[src/sv/mcra_pkg.sv]
// shared constants, types and register codes of the adc running average block
`timescale 1ns / 1ps

package mcra_pkg;

  localparam int NUM_CHANNELS = 8;
  localparam int SAMPLE_BITS  = 12;
  localparam int LENGTH_BITS  = 8;

  localparam int CH_BITS     = 3;
  localparam int USED_BITS   = 4;
  localparam int SLOT_BITS   = 8;
  localparam int MASK_BITS   = 8;
  localparam int PERIOD_BITS = 16;
  localparam int CFG_BITS    = 64;
  localparam int ADDR_BITS   = 2;

  // widest accumulated sum: sample plus (count - 1) quotients plus remainder
  localparam int ACC_BITS  = SAMPLE_BITS + LENGTH_BITS;
  localparam int STEP_BITS = $clog2(ACC_BITS + 1);

  localparam logic [SAMPLE_BITS-1:0] SAMPLE_MAX  = {SAMPLE_BITS{1'b1}};
  localparam logic [SLOT_BITS-1:0]   LENGTH_MASK = SLOT_BITS'((1 << LENGTH_BITS) - 1);

  typedef enum logic [ADDR_BITS-1:0] {
    CFG_CHANNELS_USED  = 2'd0,
    CFG_FILTER_LENGTHS = 2'd1,
    CFG_REPORT_MASK    = 2'd2,
    CFG_REPORT_PERIOD  = 2'd3
  } cfg_reg_t;

  // per-channel record kept in the state memory
  typedef struct packed {
    logic [SAMPLE_BITS-1:0] latest;
    logic [SAMPLE_BITS-1:0] quot;
    logic [LENGTH_BITS-1:0] rem;
    logic [LENGTH_BITS-1:0] cnt;
  } entry_t;

  localparam int ENTRY_BITS = $bits(entry_t);

endpackage

[src/sv/mcra_if.sv]
// valid/ready channel interfaces for samples and report transactions
`timescale 1ns / 1ps

interface mcra_in_if;
  logic                             valid;
  logic                             ready;
  logic [mcra_pkg::SAMPLE_BITS-1:0] sample;
  logic                             sample_present;

  modport source (output valid, output sample, output sample_present, input ready);
  modport sink   (input valid, input sample, input sample_present, output ready);
endinterface

interface mcra_out_if;
  logic                             valid;
  logic                             ready;
  logic [mcra_pkg::CH_BITS-1:0]     channel;
  logic [mcra_pkg::SAMPLE_BITS-1:0] value;
  logic                             last;

  modport source (output valid, output channel, output value, output last, input ready);
  modport sink   (input valid, input channel, input value, input last, output ready);
endinterface

[src/sv/multichannel_adc_running_average.sv]
// round-robin multichannel adc running average with periodic value reports
`timescale 1ns / 1ps
// an averaged sample passes read, multiply, sum, 20 divide steps of the serial restoring divider,
//   write back and advance; a raw sample goes from read to write back and advance, an empty read to advance
// a new sample is taken only once the last one and any report run are done; a report run scans
//   the active channels in ascending order, loading each enabled one (sink stalls hold the load),
//   and ends after the last enabled one or, with none enabled, after scanning every active channel
// synchronous reset clears config to defaults, pointer, round counter, output and valid bits

module multichannel_adc_running_average (
  input  logic                                 clk,
  input  logic                                 rst_n,
  mcra_in_if.sink                              in_chan,
  mcra_out_if.source                           out_chan,
  input  logic                                 cfg_we,
  input  logic [mcra_pkg::ADDR_BITS-1:0]       cfg_addr,
  input  logic [mcra_pkg::CFG_BITS-1:0]        cfg_wdata
);

  typedef enum logic [2:0] {
    S_IDLE,   // waiting for a sample transaction
    S_READ,   // channel record arrives from memory
    S_ADD,    // product registered, form the sum
    S_DIV,    // one quotient bit per cycle
    S_WB,     // round, saturate, write record back
    S_ADV,    // step pointer and round counter
    S_SCAN,   // report: pick next enabled channel
    S_LOAD    // report: move value into output register
  } state_t;

  state_t state_r, state_nxt;

  // configuration registers
  logic [mcra_pkg::USED_BITS-1:0]   channels_used_r, channels_used_nxt;
  logic [mcra_pkg::CFG_BITS-1:0]    filter_lengths_r, filter_lengths_nxt;
  logic [mcra_pkg::MASK_BITS-1:0]   report_mask_r, report_mask_nxt;
  logic [mcra_pkg::PERIOD_BITS-1:0] report_period_r, report_period_nxt;

  // control state
  logic [mcra_pkg::CH_BITS-1:0]     ptr_r, ptr_nxt;
  logic [mcra_pkg::PERIOD_BITS-1:0] round_r, round_nxt;
  logic [mcra_pkg::NUM_CHANNELS-1:0] valid_r, valid_nxt;
  logic [mcra_pkg::USED_BITS-1:0]   rep_ch_r, rep_ch_nxt;

  // output register
  logic                             out_valid_r, out_valid_nxt;
  logic [mcra_pkg::CH_BITS-1:0]     out_channel_r, out_channel_nxt;
  logic [mcra_pkg::SAMPLE_BITS-1:0] out_value_r, out_value_nxt;
  logic                             out_last_r, out_last_nxt;

  // datapath registers of the current transaction
  logic [mcra_pkg::CH_BITS-1:0]     ch_r, ch_nxt;
  logic [mcra_pkg::SAMPLE_BITS-1:0] sample_r, sample_nxt;
  logic [mcra_pkg::LENGTH_BITS-1:0] cnt_r, cnt_nxt;
  logic [mcra_pkg::LENGTH_BITS-1:0] rem_r, rem_nxt;
  logic [mcra_pkg::ACC_BITS-1:0]    prod_r, prod_nxt;
  logic [mcra_pkg::ACC_BITS-1:0]    div_q_r, div_q_nxt;
  logic [mcra_pkg::LENGTH_BITS:0]   part_r, part_nxt;
  logic [mcra_pkg::STEP_BITS-1:0]   step_r, step_nxt;

  // state memory port
  logic                                ram_we, ram_re;
  logic [mcra_pkg::CH_BITS-1:0]        ram_raddr;
  logic [mcra_pkg::ENTRY_BITS-1:0]     ram_wdata, ram_rdata;
  mcra_pkg::entry_t                    wr_entry;

  // helpers
  logic                             in_fire;
  logic [mcra_pkg::USED_BITS-1:0]   used;
  logic [mcra_pkg::CH_BITS-1:0]     ptr_eff;
  mcra_pkg::entry_t                 cur_entry;
  mcra_pkg::entry_t                 rep_entry;
  logic [mcra_pkg::SLOT_BITS-1:0]   len_slot;
  logic [mcra_pkg::LENGTH_BITS-1:0] len;
  logic [mcra_pkg::LENGTH_BITS-1:0] cnt_new;
  logic [mcra_pkg::LENGTH_BITS:0]   part_sh;
  logic                             div_ge;
  logic [mcra_pkg::LENGTH_BITS:0]   round_sum;
  logic                             round_up;
  logic [mcra_pkg::ACC_BITS:0]      rounded;
  logic [mcra_pkg::SAMPLE_BITS-1:0] quot_sat;
  logic [mcra_pkg::SAMPLE_BITS-1:0] value_sat;
  logic [mcra_pkg::USED_BITS-1:0]   ptr_inc;
  logic [mcra_pkg::PERIOD_BITS-1:0] round_inc;
  logic                             later_hit;

  mcra_ram #(
    .WIDTH (mcra_pkg::ENTRY_BITS),
    .DEPTH (mcra_pkg::NUM_CHANNELS)
  ) u_state_ram (
    .clk   (clk),
    .we    (ram_we),
    .waddr (ch_r),
    .wdata (ram_wdata),
    .re    (ram_re),
    .raddr (ram_raddr),
    .rdata (ram_rdata)
  );

  assign ram_wdata = wr_entry;

  // channel counts above the channel count act as the channel count
  assign used = (channels_used_r > mcra_pkg::USED_BITS'(mcra_pkg::NUM_CHANNELS)) ?
                mcra_pkg::USED_BITS'(mcra_pkg::NUM_CHANNELS) : channels_used_r;

  assign in_chan.ready = (state_r == S_IDLE);
  assign in_fire       = in_chan.valid && in_chan.ready;

  // stale pointer after the count was lowered restarts at channel 0
  assign ptr_eff = ({1'b0, ptr_r} >= used) ? '0 : ptr_r;

  // entries never written read as zero
  assign cur_entry = valid_r[ch_r] ? mcra_pkg::entry_t'(ram_rdata) : '0;
  assign rep_entry = valid_r[rep_ch_r[mcra_pkg::CH_BITS-1:0]] ?
                     mcra_pkg::entry_t'(ram_rdata) : '0;

  assign len_slot = filter_lengths_r[ch_r*mcra_pkg::SLOT_BITS +: mcra_pkg::SLOT_BITS];
  assign len      = mcra_pkg::LENGTH_BITS'(len_slot & mcra_pkg::LENGTH_MASK);

  // count ramps up to the filter length, a count above a shortened length is kept
  assign cnt_new = (cur_entry.cnt < len) ? cur_entry.cnt + 1'b1 : cur_entry.cnt;

  // restoring divide step, partial remainder stays below the count
  assign part_sh = {part_r[mcra_pkg::LENGTH_BITS-1:0], div_q_r[mcra_pkg::ACC_BITS-1]};
  assign div_ge  = (part_sh >= {1'b0, cnt_r});

  // rounded quotient is the quotient plus one when remainder + count/2 reaches count
  assign round_sum = {1'b0, part_r[mcra_pkg::LENGTH_BITS-1:0]} + {2'b00, cnt_r[mcra_pkg::LENGTH_BITS-1:1]};
  assign round_up  = (round_sum >= {1'b0, cnt_r});
  assign rounded   = {1'b0, div_q_r} + (mcra_pkg::ACC_BITS+1)'(round_up);

  assign quot_sat  = (div_q_r > mcra_pkg::ACC_BITS'(mcra_pkg::SAMPLE_MAX)) ?
                     mcra_pkg::SAMPLE_MAX : div_q_r[mcra_pkg::SAMPLE_BITS-1:0];
  assign value_sat = (rounded > (mcra_pkg::ACC_BITS+1)'(mcra_pkg::SAMPLE_MAX)) ?
                     mcra_pkg::SAMPLE_MAX : rounded[mcra_pkg::SAMPLE_BITS-1:0];

  assign ptr_inc   = {1'b0, ch_r} + 1'b1;
  assign round_inc = round_r + 1'b1;

  // any enabled active channel above the one being reported
  always_comb begin
    later_hit = 1'b0;
    for (int k = 0; k < mcra_pkg::NUM_CHANNELS; k++) begin
      if (report_mask_r[k] && (mcra_pkg::USED_BITS'(k) < used) &&
          (mcra_pkg::USED_BITS'(k) > rep_ch_r)) begin
        later_hit = 1'b1;
      end
    end
  end

  // configuration writes
  always_comb begin
    channels_used_nxt  = channels_used_r;
    filter_lengths_nxt = filter_lengths_r;
    report_mask_nxt    = report_mask_r;
    report_period_nxt  = report_period_r;
    if (cfg_we) begin
      case (mcra_pkg::cfg_reg_t'(cfg_addr))
        mcra_pkg::CFG_CHANNELS_USED:
          channels_used_nxt = cfg_wdata[mcra_pkg::USED_BITS-1:0];
        mcra_pkg::CFG_FILTER_LENGTHS:
          filter_lengths_nxt = cfg_wdata;
        mcra_pkg::CFG_REPORT_MASK:
          report_mask_nxt = cfg_wdata[mcra_pkg::MASK_BITS-1:0];
        mcra_pkg::CFG_REPORT_PERIOD:
          report_period_nxt = cfg_wdata[mcra_pkg::PERIOD_BITS-1:0];
        default: ;
      endcase
    end
  end

  // sequencer
  always_comb begin
    state_nxt       = state_r;
    ptr_nxt         = ptr_r;
    round_nxt       = round_r;
    valid_nxt       = valid_r;
    rep_ch_nxt      = rep_ch_r;
    out_valid_nxt   = out_valid_r;
    out_channel_nxt = out_channel_r;
    out_value_nxt   = out_value_r;
    out_last_nxt    = out_last_r;
    ch_nxt          = ch_r;
    sample_nxt      = sample_r;
    cnt_nxt         = cnt_r;
    rem_nxt         = rem_r;
    prod_nxt        = prod_r;
    div_q_nxt       = div_q_r;
    part_nxt        = part_r;
    step_nxt        = step_r;
    ram_we          = 1'b0;
    ram_re          = 1'b0;
    ram_raddr       = ptr_eff;
    wr_entry        = cur_entry;

    // output transaction taken by the sink
    if (out_valid_r && out_chan.ready) begin
      out_valid_nxt = 1'b0;
    end

    case (state_r)
      S_IDLE: begin
        // nothing happens while no channel is active
        if (in_fire && (used != '0)) begin
          ch_nxt     = ptr_eff;
          sample_nxt = in_chan.sample;
          if (in_chan.sample_present) begin
            ram_re    = 1'b1;
            state_nxt = S_READ;
          end else begin
            state_nxt = S_ADV;
          end
        end
      end

      S_READ: begin
        if (len > mcra_pkg::LENGTH_BITS'(1)) begin
          cnt_nxt   = cnt_new;
          rem_nxt   = cur_entry.rem;
          prod_nxt  = mcra_pkg::ACC_BITS'(cnt_new - 1'b1) *
                      mcra_pkg::ACC_BITS'(cur_entry.quot);
          state_nxt = S_ADD;
        end else begin
          // no averaging: keep the raw sample, leave average state alone
          wr_entry.latest = sample_r;
          ram_we          = 1'b1;
          valid_nxt[ch_r] = 1'b1;
          state_nxt       = S_ADV;
        end
      end

      S_ADD: begin
        div_q_nxt = mcra_pkg::ACC_BITS'(sample_r) + prod_r + mcra_pkg::ACC_BITS'(rem_r);
        part_nxt  = '0;
        step_nxt  = mcra_pkg::STEP_BITS'(mcra_pkg::ACC_BITS);
        state_nxt = S_DIV;
      end

      S_DIV: begin
        part_nxt  = div_ge ? part_sh - {1'b0, cnt_r} : part_sh;
        div_q_nxt = {div_q_r[mcra_pkg::ACC_BITS-2:0], div_ge};
        step_nxt  = step_r - 1'b1;
        if (step_r == mcra_pkg::STEP_BITS'(1)) begin
          state_nxt = S_WB;
        end
      end

      S_WB: begin
        wr_entry.latest = value_sat;
        wr_entry.quot   = quot_sat;
        wr_entry.rem    = part_r[mcra_pkg::LENGTH_BITS-1:0];
        wr_entry.cnt    = cnt_r;
        ram_we          = 1'b1;
        valid_nxt[ch_r] = 1'b1;
        state_nxt       = S_ADV;
      end

      S_ADV: begin
        if (ptr_inc < used) begin
          ptr_nxt   = ptr_inc[mcra_pkg::CH_BITS-1:0];
          state_nxt = S_IDLE;
        end else begin
          // round complete
          ptr_nxt = '0;
          if (round_inc < report_period_r) begin
            round_nxt = round_inc;
            state_nxt = S_IDLE;
          end else begin
            round_nxt  = '0;
            rep_ch_nxt = '0;
            state_nxt  = S_SCAN;
          end
        end
      end

      S_SCAN: begin
        ram_raddr = rep_ch_r[mcra_pkg::CH_BITS-1:0];
        if (rep_ch_r >= used) begin
          state_nxt = S_IDLE;
        end else if (report_mask_r[rep_ch_r[mcra_pkg::CH_BITS-1:0]]) begin
          ram_re    = 1'b1;
          state_nxt = S_LOAD;
        end else begin
          rep_ch_nxt = rep_ch_r + 1'b1;
        end
      end

      S_LOAD: begin
        // read data holds in the memory output until the register is free
        if (!out_valid_r || out_chan.ready) begin
          out_valid_nxt   = 1'b1;
          out_channel_nxt = rep_ch_r[mcra_pkg::CH_BITS-1:0];
          out_value_nxt   = rep_entry.latest;
          out_last_nxt    = !later_hit;
          rep_ch_nxt      = rep_ch_r + 1'b1;
          state_nxt       = later_hit ? S_SCAN : S_IDLE;
        end
      end

      default: begin
        state_nxt = S_IDLE;
      end
    endcase
  end

  always_ff @(posedge clk) begin
    if (!rst_n) begin
      state_r          <= S_IDLE;
      channels_used_r  <= '0;
      filter_lengths_r <= '0;
      report_mask_r    <= '0;
      report_period_r  <= mcra_pkg::PERIOD_BITS'(1);
      ptr_r            <= '0;
      round_r          <= '0;
      valid_r          <= '0;
      rep_ch_r         <= '0;
      out_valid_r      <= 1'b0;
      out_channel_r    <= '0;
      out_value_r      <= '0;
      out_last_r       <= 1'b0;
    end else begin
      state_r          <= state_nxt;
      channels_used_r  <= channels_used_nxt;
      filter_lengths_r <= filter_lengths_nxt;
      report_mask_r    <= report_mask_nxt;
      report_period_r  <= report_period_nxt;
      ptr_r            <= ptr_nxt;
      round_r          <= round_nxt;
      valid_r          <= valid_nxt;
      rep_ch_r         <= rep_ch_nxt;
      out_valid_r      <= out_valid_nxt;
      out_channel_r    <= out_channel_nxt;
      out_value_r      <= out_value_nxt;
      out_last_r       <= out_last_nxt;
    end
  end

  // datapath registers, no reset needed
  always_ff @(posedge clk) begin
    ch_r     <= ch_nxt;
    sample_r <= sample_nxt;
    cnt_r    <= cnt_nxt;
    rem_r    <= rem_nxt;
    prod_r   <= prod_nxt;
    div_q_r  <= div_q_nxt;
    part_r   <= part_nxt;
    step_r   <= step_nxt;
  end

  assign out_chan.valid   = out_valid_r;
  assign out_chan.channel = out_channel_r;
  assign out_chan.value   = out_value_r;
  assign out_chan.last    = out_last_r;

endmodule

[src/sv/mcra_ram.sv]
// generic single-port-write, registered-read memory
`timescale 1ns / 1ps

module mcra_ram #(
  parameter int WIDTH = 8,
  parameter int DEPTH = 8
) (
  input  logic                     clk,
  input  logic                     we,
  input  logic [$clog2(DEPTH)-1:0] waddr,
  input  logic [WIDTH-1:0]         wdata,
  input  logic                     re,
  input  logic [$clog2(DEPTH)-1:0] raddr,
  output logic [WIDTH-1:0]         rdata
);

  logic [WIDTH-1:0] mem [DEPTH];

  always_ff @(posedge clk) begin
    if (we) begin
      mem[waddr] <= wdata;
    end
    if (re) begin
      rdata <= mem[raddr];
    end
  end

endmodule

[src/flat_wrapper.sv]
// flat-port wrapper written by rule: the top's interface ports become plain ports
module multichannel_adc_running_average_flat 
  (clk, rst_n, cfg_we, cfg_addr, cfg_wdata, in_chan_valid, in_chan_sample, in_chan_sample_present, in_chan_ready, out_chan_valid, out_chan_channel, out_chan_value, out_chan_last, out_chan_ready);
  mcra_in_if in_chan_i ();
  mcra_out_if out_chan_i ();
  input  logic clk;
  input  logic rst_n;
  input  logic cfg_we;
  input  logic [mcra_pkg::ADDR_BITS-1:0] cfg_addr;
  input  logic [mcra_pkg::CFG_BITS-1:0] cfg_wdata;
  input wire logic [$bits(in_chan_i.valid)-1:0] in_chan_valid;
  input wire logic [$bits(in_chan_i.sample)-1:0] in_chan_sample;
  input wire logic [$bits(in_chan_i.sample_present)-1:0] in_chan_sample_present;
  output wire logic [$bits(in_chan_i.ready)-1:0] in_chan_ready;
  output wire logic [$bits(out_chan_i.valid)-1:0] out_chan_valid;
  output wire logic [$bits(out_chan_i.channel)-1:0] out_chan_channel;
  output wire logic [$bits(out_chan_i.value)-1:0] out_chan_value;
  output wire logic [$bits(out_chan_i.last)-1:0] out_chan_last;
  input wire logic [$bits(out_chan_i.ready)-1:0] out_chan_ready;
  assign in_chan_i.valid = in_chan_valid;
  assign in_chan_i.sample = in_chan_sample;
  assign in_chan_i.sample_present = in_chan_sample_present;
  assign in_chan_ready = in_chan_i.ready;
  assign out_chan_valid = out_chan_i.valid;
  assign out_chan_channel = out_chan_i.channel;
  assign out_chan_value = out_chan_i.value;
  assign out_chan_last = out_chan_i.last;
  assign out_chan_i.ready = out_chan_ready;
  multichannel_adc_running_average u_core (.clk(clk), .rst_n(rst_n), .in_chan(in_chan_i), .out_chan(out_chan_i), .cfg_we(cfg_we), .cfg_addr(cfg_addr), .cfg_wdata(cfg_wdata));
endmodule
[config.mk]
export PLATFORM = sky130hd
export DESIGN_NAME = multichannel_adc_running_average_flat
export DESIGN_NICKNAME = d
export VERILOG_FILES = /design/src/sv/mcra_pkg.sv /design/src/sv/mcra_if.sv /design/src/sv/multichannel_adc_running_average.sv /design/src/sv/mcra_ram.sv /design/src/flat_wrapper.sv
export SDC_FILE = /design/constraint.sdc
export NUM_CORES = 1
export LEC_CHECK = 0
export BUFFER_PORTS_ARGS = -buffer_cell sky130_fd_sc_hd__buf_4
export CAP_MARGIN = 20
export CORE_MARGIN = 3
export CORE_UTILIZATION = 50
export DETAILED_ROUTE_END_ITERATION = 16
export PLACE_DENSITY = 0.71
export SLEW_MARGIN = 15
export SYNTH_ARGS = -nofsm -noshare
export SYNTH_HDL_FRONTEND = slang
export SYNTH_SLANG_ARGS = --single-unit
[constraint.sdc]
create_clock -name clk -period 11.81 [get_ports clk]
set_input_delay 1.7715 -clock clk [delete_from_list [all_inputs] [get_ports clk]]
set_output_delay 1.7715 -clock clk [all_outputs]
set_load 0.03 [all_outputs]
==> impl_metrics.json, run 1 <==
{
  "rows": 90,
  "ys_seq_elements": 587,
  "critPathSlowestCell": "xnor2_1",
  "cts_inserted_buffers": 60,
  "clock_path_buffers": 3,
  "antenna_found_initial": 3,
  "synth_nets": 3339,
  "portBuffers": 101,
  "vias_per_cell": 5.75,
  "cts_setup_buffers": 0,
  "power_switching_w": 0.00168,
  "end_kind": "flop",
  "fmax_ghz": 0.0957,
  "drtIter0Drc": 2405,
  "gp_congestion": 0.993,
  "drv_slew": 0,
  "initial_core_util": 0.510,
  "dp.cells": 3827,
  "ant_nets": 0,
  "fin_skew_ps": 57.4,
  "cp_max_fo": 20,
  "post-dp-hpwl_um": 53600,
  "syn_to_final_growth_pct": 11.8,
  "ctsResizeCount": 0,
  "fin_crit_sh": 0.885,
  "swShare": 0.291,
  "core_area_um2": 61000,
  "ios": 102,
  "slowest_delay_ps": 800,
  "cts-root-buf": "clkbuf_16",
  "min_from": "u_core.report_period_r[3]",
  "crit_type": "flop to flop",
  "grt_pass1_vias": 22500,
  "grt_max_degree": 88,
  "die_h_um": 256,
  "holdWs_ps": 454,
  "post_synth_num_cell_types": 85,
  "setup_violations": 0,
  "r2r_start": "u_core.ch_r[1]",
  "routed_wl_um": 81000,
  "h-tree-depth": 2,
  "ys.flop_type": "edfxtp_1",
  "p_seq_frac": 0.457,
  "drcViolationCount": 0,
  "synth_area_um2": 31200,
  "clk_pin_slew_ps": 70,
  "holdPathStages": 2,
  "wire_per_inst_um": 20.6,
  "grt-ovfl-total": 0,
  "insertion_delay_ps": 650,
  "avgSynthCellArea_um2": 10.3,
  "drive_above_1_share": 0.0970,
  "vdd_ir_drop_max_uv": 150,
  "combPwrFrac": 0.194,
  "r2r_cells": 35,
  "dieArea_um2": 65300,
  "period_needed_ps": 10450,
  "syn_inst": 3024,
  "tns_ps": 0,
  "cts.sinks": 587,
  "ys_seq_area_frac": 0.520,
  "status": "completed",
  "startpoint_type": "flop",
  "grt_pass1_wl_um": 126000,
  "p_int_w": 0.00408,
  "yosys_warnings": 0,
  "p_leak_nw": 13.7,
  "maxSlewHeadroom": 0.293,
  "postSynth.asyncResetShare": 0,
  "startpoint": "u_core.ch_r[1]",
  "cts_tree": "yes",
  "crit_cells": 35,
  "critical_path_arrival_ps": 10780,
  "via_count": 22700,
  "hp-class": "flop to flop",
  "synth_edf_count": 444,
  "powerDensity_nw_per_um2": 165,
  "n_antenna_cell": 0,
  "path_delay_family": "adder cells",
  "cts_hold_buffers": 0,
  "total_power_w": 0.00576,
  "power_frac_clock": 0.348,
  "critical_path_buf_inv_count": 6,
  "final_hold_viol_count": 0,
  "cap_violations": 0,
  "finalNonFillerCells": 3941,
  "finalNetCount": 3382,
  "grt_use_total": 0.244,
  "rsz0062_at_grt": "no",
  "tightestPinTransition_ps": 1060,
  "worstPathRequired_ps": 12150,
  "die_w_um": 256,
  "first_pass_iters": 6
}
placed cells by master (no fill, tap or decap), types with 17 or more instances in the layout:
master	instances
nand2_1	613
edfxtp_1	444
nand3_1	286
inv_1	213
a21oi_1	174
nor2_1	153
dfxtp_1	143
buf_4	141
ha_1	117
fa_1	114
o21ai_0	102
clkbuf_16	61
xnor2_1	51
and3_1	38
mux2i_1	36
xor2_1	32
nor2b_1	30
and2_1	26
nor3_1	23
nand2b_1	17
Yosys cell counts, drive strengths merged (12+ instances only):
| master | number | share of area |
|---|---|---|
| a21o | 15 | 0.0036 |
| a21oi | 174 | 0.028 |
| a221o | 14 | 0.0045 |
| a22oi | 15 | 0.0036 |
| and2 | 27 | 0.0054 |
| and3 | 42 | 0.0084 |
| buf | 23 | 0.0038 |
| clkbuf | 142 | 0.017 |
| dfxtp | 143 | 0.092 |
| edfxtp | 444 | 0.43 |
| fa | 114 | 0.073 |
| ha | 117 | 0.047 |
| inv | 215 | 0.026 |
| mux2 | 16 | 0.0058 |
| mux2i | 38 | 0.013 |
| nand2 | 614 | 0.074 |
| nand2b | 17 | 0.0034 |
| nand3 | 286 | 0.046 |
| nand3b | 12 | 0.0029 |
| nor2 | 154 | 0.019 |
| nor2b | 31 | 0.0062 |
| nor3 | 23 | 0.0037 |
| o21a | 15 | 0.0039 |
| o21ai | 107 | 0.017 |
| xnor2 | 51 | 0.014 |
| xor2 | 32 | 0.0090 |
cell families after synthesis:
| group | share of synthesized area |
|---|---|
| muxes | 0.0249 |
| buffers and inverters | 0.0470 |
| DFF | 0.520 |
| xor gates and xnor gates | 0.0241 |
| adders and majority gates | 0.121 |
| AOI/OAI and AO/OA | 0.0834 |
| and+or+nand+nor | 0.180 |
state kept, by name (all words and copies together), names as in the netlist, 3 cells and up:
register and flops:
u_core.prod_r 20, u_core.report_mask_r 8, u_core.u_state_ram.mem 320, u_core.div_q_r 20
u_core.cnt_r 8, u_core.part_r 8, u_core.round_r 16, u_core.rep_ch_r 4
u_core.sample_r 12, u_core.rem_r 8, u_core.step_r 5, u_core.u_state_ram.rdata 40
u_core.channels_used_r 4, u_core.report_period_r 16, u_core.ch_r 3, u_core.out_chan.channel 3
u_core.ptr_r 3, u_core.state_r 3, u_core.out_chan.value 12, u_core.filter_lengths_r 64
u_core.valid_r 8
routing by layer:
| layer | global-route usage | part of all wire | up-vias |
|---|---|---|---|
| li1 | - | - | 10500 |
| met1 | 0.340 | 0.43 | 11100 |
| met2 | 0.389 | 0.46 | 873 |
| met3 | 0.0450 | 0.086 | 153 |
| met4 | 0.0790 | 0.030 | 0 |
| met5 | 0 | 0 | - |
metrics by stage:
| stage | setup slack [ps] | utilization | cell area (um2) |
|---|---|---|---|
| floorplan | 2840 | - | 31200 |
| global placement | 1360 | 0.535 | 32700 |
| detailed placement | 1180 | 0.535 | 32700 |
| CTS | 1100 | 0.570 | 34800 |
| global route | 713 | 0.571 | 34800 |
| finish | 1360 | 0.571 | 34800 |
worst reg2reg max path: cells and delay by family, from the launching register on:
kind            cells  cell delay [ps]
simple gates        8             1590
fa+ha+maj           7             3110
xor+xnor            2             1150
compound gates     11             2500
mux                 1              370
flops               1              760
buf+inv             6              620
power by group through the flow:
stage               Sequential (W)  Combinational [W]  Clock [W]
global route               0.00265            0.00123    0.00212
detailed placement         0.00267            0.00109          0
finish                     0.00263            0.00112    0.00201
CTS                        0.00263            0.00110    0.00204
global placement           0.00267            0.00106          0
floorplan                  0.00261           0.000765          0
final cells by class:
class,instances,area [um2]
tap,828,1040
clock buffer,70,1570
clock inverter,38,517
fill,5233,26200
inverter,216,813
sequential,587,16200
timing repair buffer,146,1110
multi-input combinational,2056,13600
final timing paths:
path,endpoint,slack [ps]
hold / removal,u_core.report_period_r[3],450
setup reg to reg,u_core.prod_r[19],1360
setup / recovery,u_core.prod_r[19],1360
hold reg to reg,u_core.report_period_r[3],450
Note: power is estimated with default switching activity, not from simulation.
==> inputs of run 2 (changes only) <==
- ABC_AREA: not set -> 1
- TNS_END_PERCENT: not set -> 5
==> impl_metrics.json, run 2 <==
{
  "place_ws_ps": 2180,
  "yosys_warnings": 0,
  "ys_seq_elements": 587,
  "min_from": "u_core.report_period_r[5]",
  "grt_use_total": 0.236,
  "ys_top_cells_by_area": "edfxtp_1, dfxtp_1, fa_1",
  "min_to": "u_core.report_period_r[5]",
  "syn_to_final_growth_pct": 11.2,
  "cts_tree": "yes",
  "postSynth.asyncResetShare": 0,
  "drtIter0Drc": 1922,
  "reg2reg_to": "u_core.prod_r[18]",
  "h-tree-depth": 2,
  "reg2reg_slack_ps": 2080,
  "vias_per_cell": 5.49,
  "swShare": 0.364,
  "tns_ps": 0,
  "critPathSlowestCell": "a211oi_1",
  "power_switching_w": 0.00258,
  "synth_edf_count": 444,
  "dieArea_um2": 64600,
  "cp_max_fo": 21,
  "holdPathStages": 2,
  "ys_seq_area_frac": 0.526,
  "tightestPinTransition_ps": 1100,
  "grt-ovfl-total": 0,
  "ctsResizeCount": 0,
  "powerDensity_nw_per_um2": 207,
  "critical_path_arrival_ps": 10110,
  "first_pass_iters": 6,
  "antenna_found_initial": 0,
  "rows": 90,
  "r2r_cells": 43,
  "drive_above_1_share": 0.0847,
  "regMostFlops": "u_core.u_state_ram.mem",
  "ant_nets": 0,
  "p_leak_nw": 13.8,
  "grt_pass1_wl_um": 119000,
  "post_synth_num_cell_types": 56,
  "combPwrFrac": 0.346,
  "maxSlewHeadroom": 0.259,
  "fmax_ghz": 0.103,
  "synth_area_um2": 30800,
  "cap_violations": 0,
  "cts-root-buf": "clkbuf_16",
  "status": "completed",
  "finish.utilization": 0.564,
  "grt_pass1_vias": 21600,
  "fin_skew_ps": 41.6,
  "end_kind": "flop",
  "fin_ws_ps": 2080,
  "yosysTopAreaCell": "edfxtp_1",
  "insertion_delay_ps": 640,
  "p_int_w": 0.00451,
  "final_hold_viol_count": 0,
  "fillerInstances": 5242,
  "routed_wl_um": 76100,
  "cts_setup_buffers": 0,
  "hp-class": "flop to flop",
  "synth_nets": 3522,
  "finalNetCount": 3583,
  "p_seq_frac": 0.393,
  "r2r_start": "u_core.ch_r[0]",
  "portBuffers": 101,
  "power_frac_clock": 0.261,
  "startpoint_type": "flop",
  "avgSynthCellArea_um2": 9.61,
  "top_regs": "u_core.u_state_ram.mem: 320 flops, u_core.filter_lengths_r: 64 flops, u_core.u_state_ram.rdata: 40 flops",
  "holdWs_ps": 461,
  "post-dp-hpwl_um": 51500,
  "crit_type": "flop to flop",
  "setup_violations": 0,
  "ios": 102,
  "cts_inserted_buffers": 57,
  "vdd_ir_drop_max_uv": 147,
  "path_common_cell": "nand2_1",
  "gp_congestion": 0.984,
  "drcViolationCount": 0,
  "synth.most_common_cell": "nor2_1",
  "period_needed_ps": 9730,
  "synth_top_area_frac": 0.433,
  "cts_hold_buffers": 0,
  "final_cell_mix": "nor2_1, edfxtp_1, nand2_1, inv_1, o21ai_0",
  "final_common_cell": "nor2_1",
  "initial_core_util": 0.508,
  "wire_per_inst_um": 18.6,
  "ys.flop_type": "edfxtp_1",
  "grt_max_degree": 104,
  "die_w_um": 254,
  "via_count": 22500,
  "ys_top_cells_by_count": "nor2_1, edfxtp_1, nand2_1",
  "worstPathRequired_ps": 12180,
  "placed_area_um2": 32300,
  "cts.sinks": 587,
  "n_antenna_cell": 0,
  "slowest_delay_ps": 850,
  "syn_inst": 3207,
  "clock_path_buffers": 3,
  "clk_pin_slew_ps": 70,
  "rsz0062_at_grt": "no",
  "fin_crit_sh": 0.824,
  "core_area_um2": 60700,
  "die_h_um": 254,
  "largest_reg_flops": 320,
  "drv_slew": 0,
  "final_area_um2": 34300
}
[run 2: changes by cell type in the layout (fill, tap and decap cells not counted), sizes merged, moves of 38 or more]
cell   before  now
a31oi       4   46
and3       42    0
inv       217  417
mux2i      38    0
nand2     614  432
nand3     286   69
nor2      154  543
o21ai     107  383
o22ai       7   56
[run 2: cells by family after synthesis]
kind of cell	after synthesis	share of synthesized area
adder cells (fa/ha/maj)	231	0.122
AO/OA/AOI/OAI	683	0.119
flip-flops	587	0.526
buffers and inverters	541	0.0671
XOR/XNOR	68	0.0205
AND/OR/NAND/NOR	1097	0.146
[run 2: worst max path at each step]
| stage | from | end | slack [ps] |
|---|---|---|---|
| after global routing | u_core.ch_r[0] | u_core.prod_r[18] | 1370 |
| after CTS | u_core.ch_r[0] | u_core.prod_r[18] | 2130 |
| after global placement | u_core.ch_r[0] | u_core.prod_r[18] | 2400 |
| final | u_core.ch_r[0] | u_core.prod_r[18] | 2080 |
| after detailed placement | u_core.ch_r[0] | u_core.prod_r[18] | 2180 |
| after floorplan | u_core.ch_r[0] | u_core.prod_r[18] | 3590 |
[run 2: power by group through the flow]
stage	Sequential (W)	Clock (W)	Combinational (W)
3_5_place_dp	0.00283	0	0.00243
3_3_place_gp	0.00283	0	0.00236
5_1_grt	0.00281	0.00196	0.00280
4_1_cts	0.00279	0.00188	0.00245
2_1_floorplan	0.00278	0	0.00181
6_report	0.00279	0.00185	0.00245
[run 2: cell type report]
cell class / count / area, um2 / area share
inverter: 417 / 1570 / 0.0460
sequential: 587 / 16200 / 0.473
clock inverter: 35 / 327 / 0.00953
timing repair buffer: 126 / 963 / 0.0281
clock buffer: 73 / 1590 / 0.0464
multi-input combinational: 2079 / 12600 / 0.369
tap: 782 / 978 / 0.0286
[run 2: metal layers]
layer | up-vias | routed length (um) | part of all wire | track usage
met3 | 156 | 5610 | 0.074 | 0.0437
met2 | 743 | 35600 | 0.47 | 0.391
met5 | - | 0 | 0 | 0
met4 | 0 | 2600 | 0.034 | 0.0824
li1 | 10800 | - | - | -
met1 | 10800 | 32400 | 0.43 | 0.315
[run 2: metrics by stage]
stage	power, W	cells
2_1_floorplan	0.00458	3207
5_1_grt	0.00757	4099
3_5_place_dp	0.00527	3990
3_3_place_gp	0.00519	3989
4_1_cts	0.00712	4098
6_report	0.00709	4099
[run 2: worst max-delay path: cells and delay by family (launching register included)]
kind | cells | cell delay [ps]
compound gates | 7 | 1980
xor+xnor | 2 | 440
fa+ha+maj | 8 | 3350
buf+inv | 9 | 1000
flops | 1 | 800
simple gates | 17 | 1890
==> inputs of run 3 (changes only) <==
- ABC_AREA: 1 -> 0
- clock period: 11.81 -> 9.4 ns (I/O delays scaled with it)
==> impl_metrics.json, run 3 (same netlist as run 1, synthesis figures left out) <==
{
  "p_int_w": 0.00496,
  "grt_pass1_wl_um": 125000,
  "period_needed_ps": 9060,
  "swShare": 0.297,
  "finalNonFillerCells": 3963,
  "setup_violations": 0,
  "clk_pin_slew_ps": 60,
  "top_regs": "u_core.u_state_ram.mem: 320 flops, u_core.filter_lengths_r: 64 flops, u_core.u_state_ram.rdata: 40 flops",
  "h-tree-depth": 2,
  "startpoint_type": "flop",
  "crit_type": "flop to flop",
  "routed_wl_um": 80900,
  "syn_to_final_growth_pct": 12.6,
  "path_delay_family": "adder cells",
  "drive_above_1_share": 0.110,
  "slowest_delay_ps": 550,
  "vdd_ir_drop_max_uv": 202,
  "fin_crit_sh": 0.964,
  "fin_skew_ps": 81.2,
  "p_seq_frac": 0.467,
  "grt_use_total": 0.242,
  "end_kind": "flop",
  "cts_inserted_buffers": 60,
  "grt_max_degree": 91,
  "gp_congestion": 0.938,
  "holdWs_ps": 457,
  "power_switching_w": 0.00210,
  "path_common_cell": "fa_1",
  "ant_nets": 0,
  "insertion_delay_ps": 660,
  "regMostFlops": "u_core.u_state_ram.mem",
  "finish.utilization": 0.575,
  "dieArea_um2": 65300,
  "drcViolationCount": 0,
  "cts_tree": "yes",
  "cts-root-buf": "clkbuf_16",
  "worstPathRequired_ps": 9720,
  "fmax_ghz": 0.110,
  "via_count": 22700,
  "first_pass_iters": 6,
  "initial_core_util": 0.510,
  "tns_ps": 0,
  "finalNetCount": 3399,
  "wire_per_inst_um": 20.4,
  "clock_path_buffers": 3,
  "rows": 90,
  "powerDensity_nw_per_um2": 201,
  "largest_reg_flops": 320,
  "grt_pass1_vias": 22200,
  "ios": 102,
  "power_frac_clock": 0.332,
  "critPathSlowestCell": "fa_1",
  "total_power_w": 0.00707,
  "maxSlewHeadroom": 0.193,
  "die_h_um": 256,
  "hp-class": "flop to flop",
  "status": "completed",
  "final_cell_mix": "nand2_1, edfxtp_1, nand3_1, inv_1, a21oi_1",
  "tightestPinTransition_ps": 1200,
  "post-dp-hpwl_um": 52800,
  "cap_violations": 0,
  "dp.cells": 3835,
  "cts_hold_buffers": 0,
  "grt-ovfl-total": 0,
  "final_hold_viol_count": 0,
  "drv_slew": 0,
  "portBuffers": 101,
  "critical_path_arrival_ps": 9380,
  "die_w_um": 256,
  "critical_path_buf_inv_count": 5,
  "n_antenna_cell": 0,
  "final_common_cell": "nand2_1",
  "combPwrFrac": 0.200,
  "cts.sinks": 587,
  "p_leak_nw": 13.8,
  "antenna_found_initial": 0,
  "core_area_um2": 61000,
  "drtIter0Drc": 2174,
  "vias_per_cell": 5.72,
  "cp_max_fo": 12
}
-- run 3: cell count changes in the layout (fill, tap and decap cells not counted), sizes merged, moves of 38 or more --
| cell | before | now |
|---|---|---|
| nand2 | 432 | 614 |
| nand3 | 69 | 286 |
| inv | 417 | 219 |
| mux2i | 0 | 38 |
| and3 | 0 | 42 |
| nor2 | 543 | 154 |
| a31oi | 46 | 4 |
| o21ai | 383 | 107 |
| o22ai | 56 | 7 |
-- run 3: layer usage --
metal | track usage | routed length [um]
met4 | 0.0833 | 2490
met3 | 0.0471 | 6460
met2 | 0.386 | 37800
met1 | 0.332 | 34200
met5 | 0 | 0
-- run 3: repair_timing --
item                                    4_1_cts  5_1_grt
pin swaps                                     0       12
buffers inserted                              0       11
gates resized for setup                       1       40
endpoints found under the setup margin        1        5
-- run 3: layout make-up --
| class | count | area [um2] |
|---|---|---|
| clock buffer | 82 | 1630 |
| clock inverter | 31 | 313 |
| fill | 5137 | 26000 |
| inverter | 216 | 817 |
| multi-input combinational | 2056 | 13800 |
| tap | 828 | 1040 |
| timing repair buffer | 163 | 1260 |
| sequential | 587 | 16200 |
-- run 3: tightest hold or removal path, delay by kind of cell, from the launching register on --
| kind | cells | cell delay, ps |
|---|---|---|
| AND/OR/NAND/NOR | 1 | 50 |
| AO/OA/AOI/OAI | 1 | 50 |
| flip-flops | 1 | 310 |
-- run 3: per-stage QoR --
step,cell area [um2],setup slack [ps]
6_report,35100,339
4_1_cts,34700,26.0
5_1_grt,35100,-20.2
3_5_place_dp,32700,-36.6
2_1_floorplan,31200,429
3_3_place_gp,32700,178
-- run 3: worst paths after layout --
path | startpoint | end | slack [ps] | cells past startpoint
hold / removal | u_core.report_period_r[2] | u_core.report_period_r[2] | 460 | 2
setup reg to reg | u_core.ch_r[0] | u_core.prod_r[19] | 340 | 34
setup / recovery | u_core.ch_r[0] | u_core.prod_r[19] | 340 | 34
hold reg to reg | u_core.report_period_r[2] | u_core.report_period_r[2] | 460 | 2
-- run 3: power by group through the flow --
| stage | combinational, W | sequential, W | clock, W |
|---|---|---|---|
| finish | 0.00142 | 0.00330 | 0.00235 |
| global route | 0.00155 | 0.00332 | 0.00249 |
| CTS | 0.00136 | 0.00329 | 0.00239 |
| detailed placement | 0.00135 | 0.00335 | 0 |
| global placement | 0.00131 | 0.00334 | 0 |
| floorplan | 0.000962 | 0.00328 | 0 |
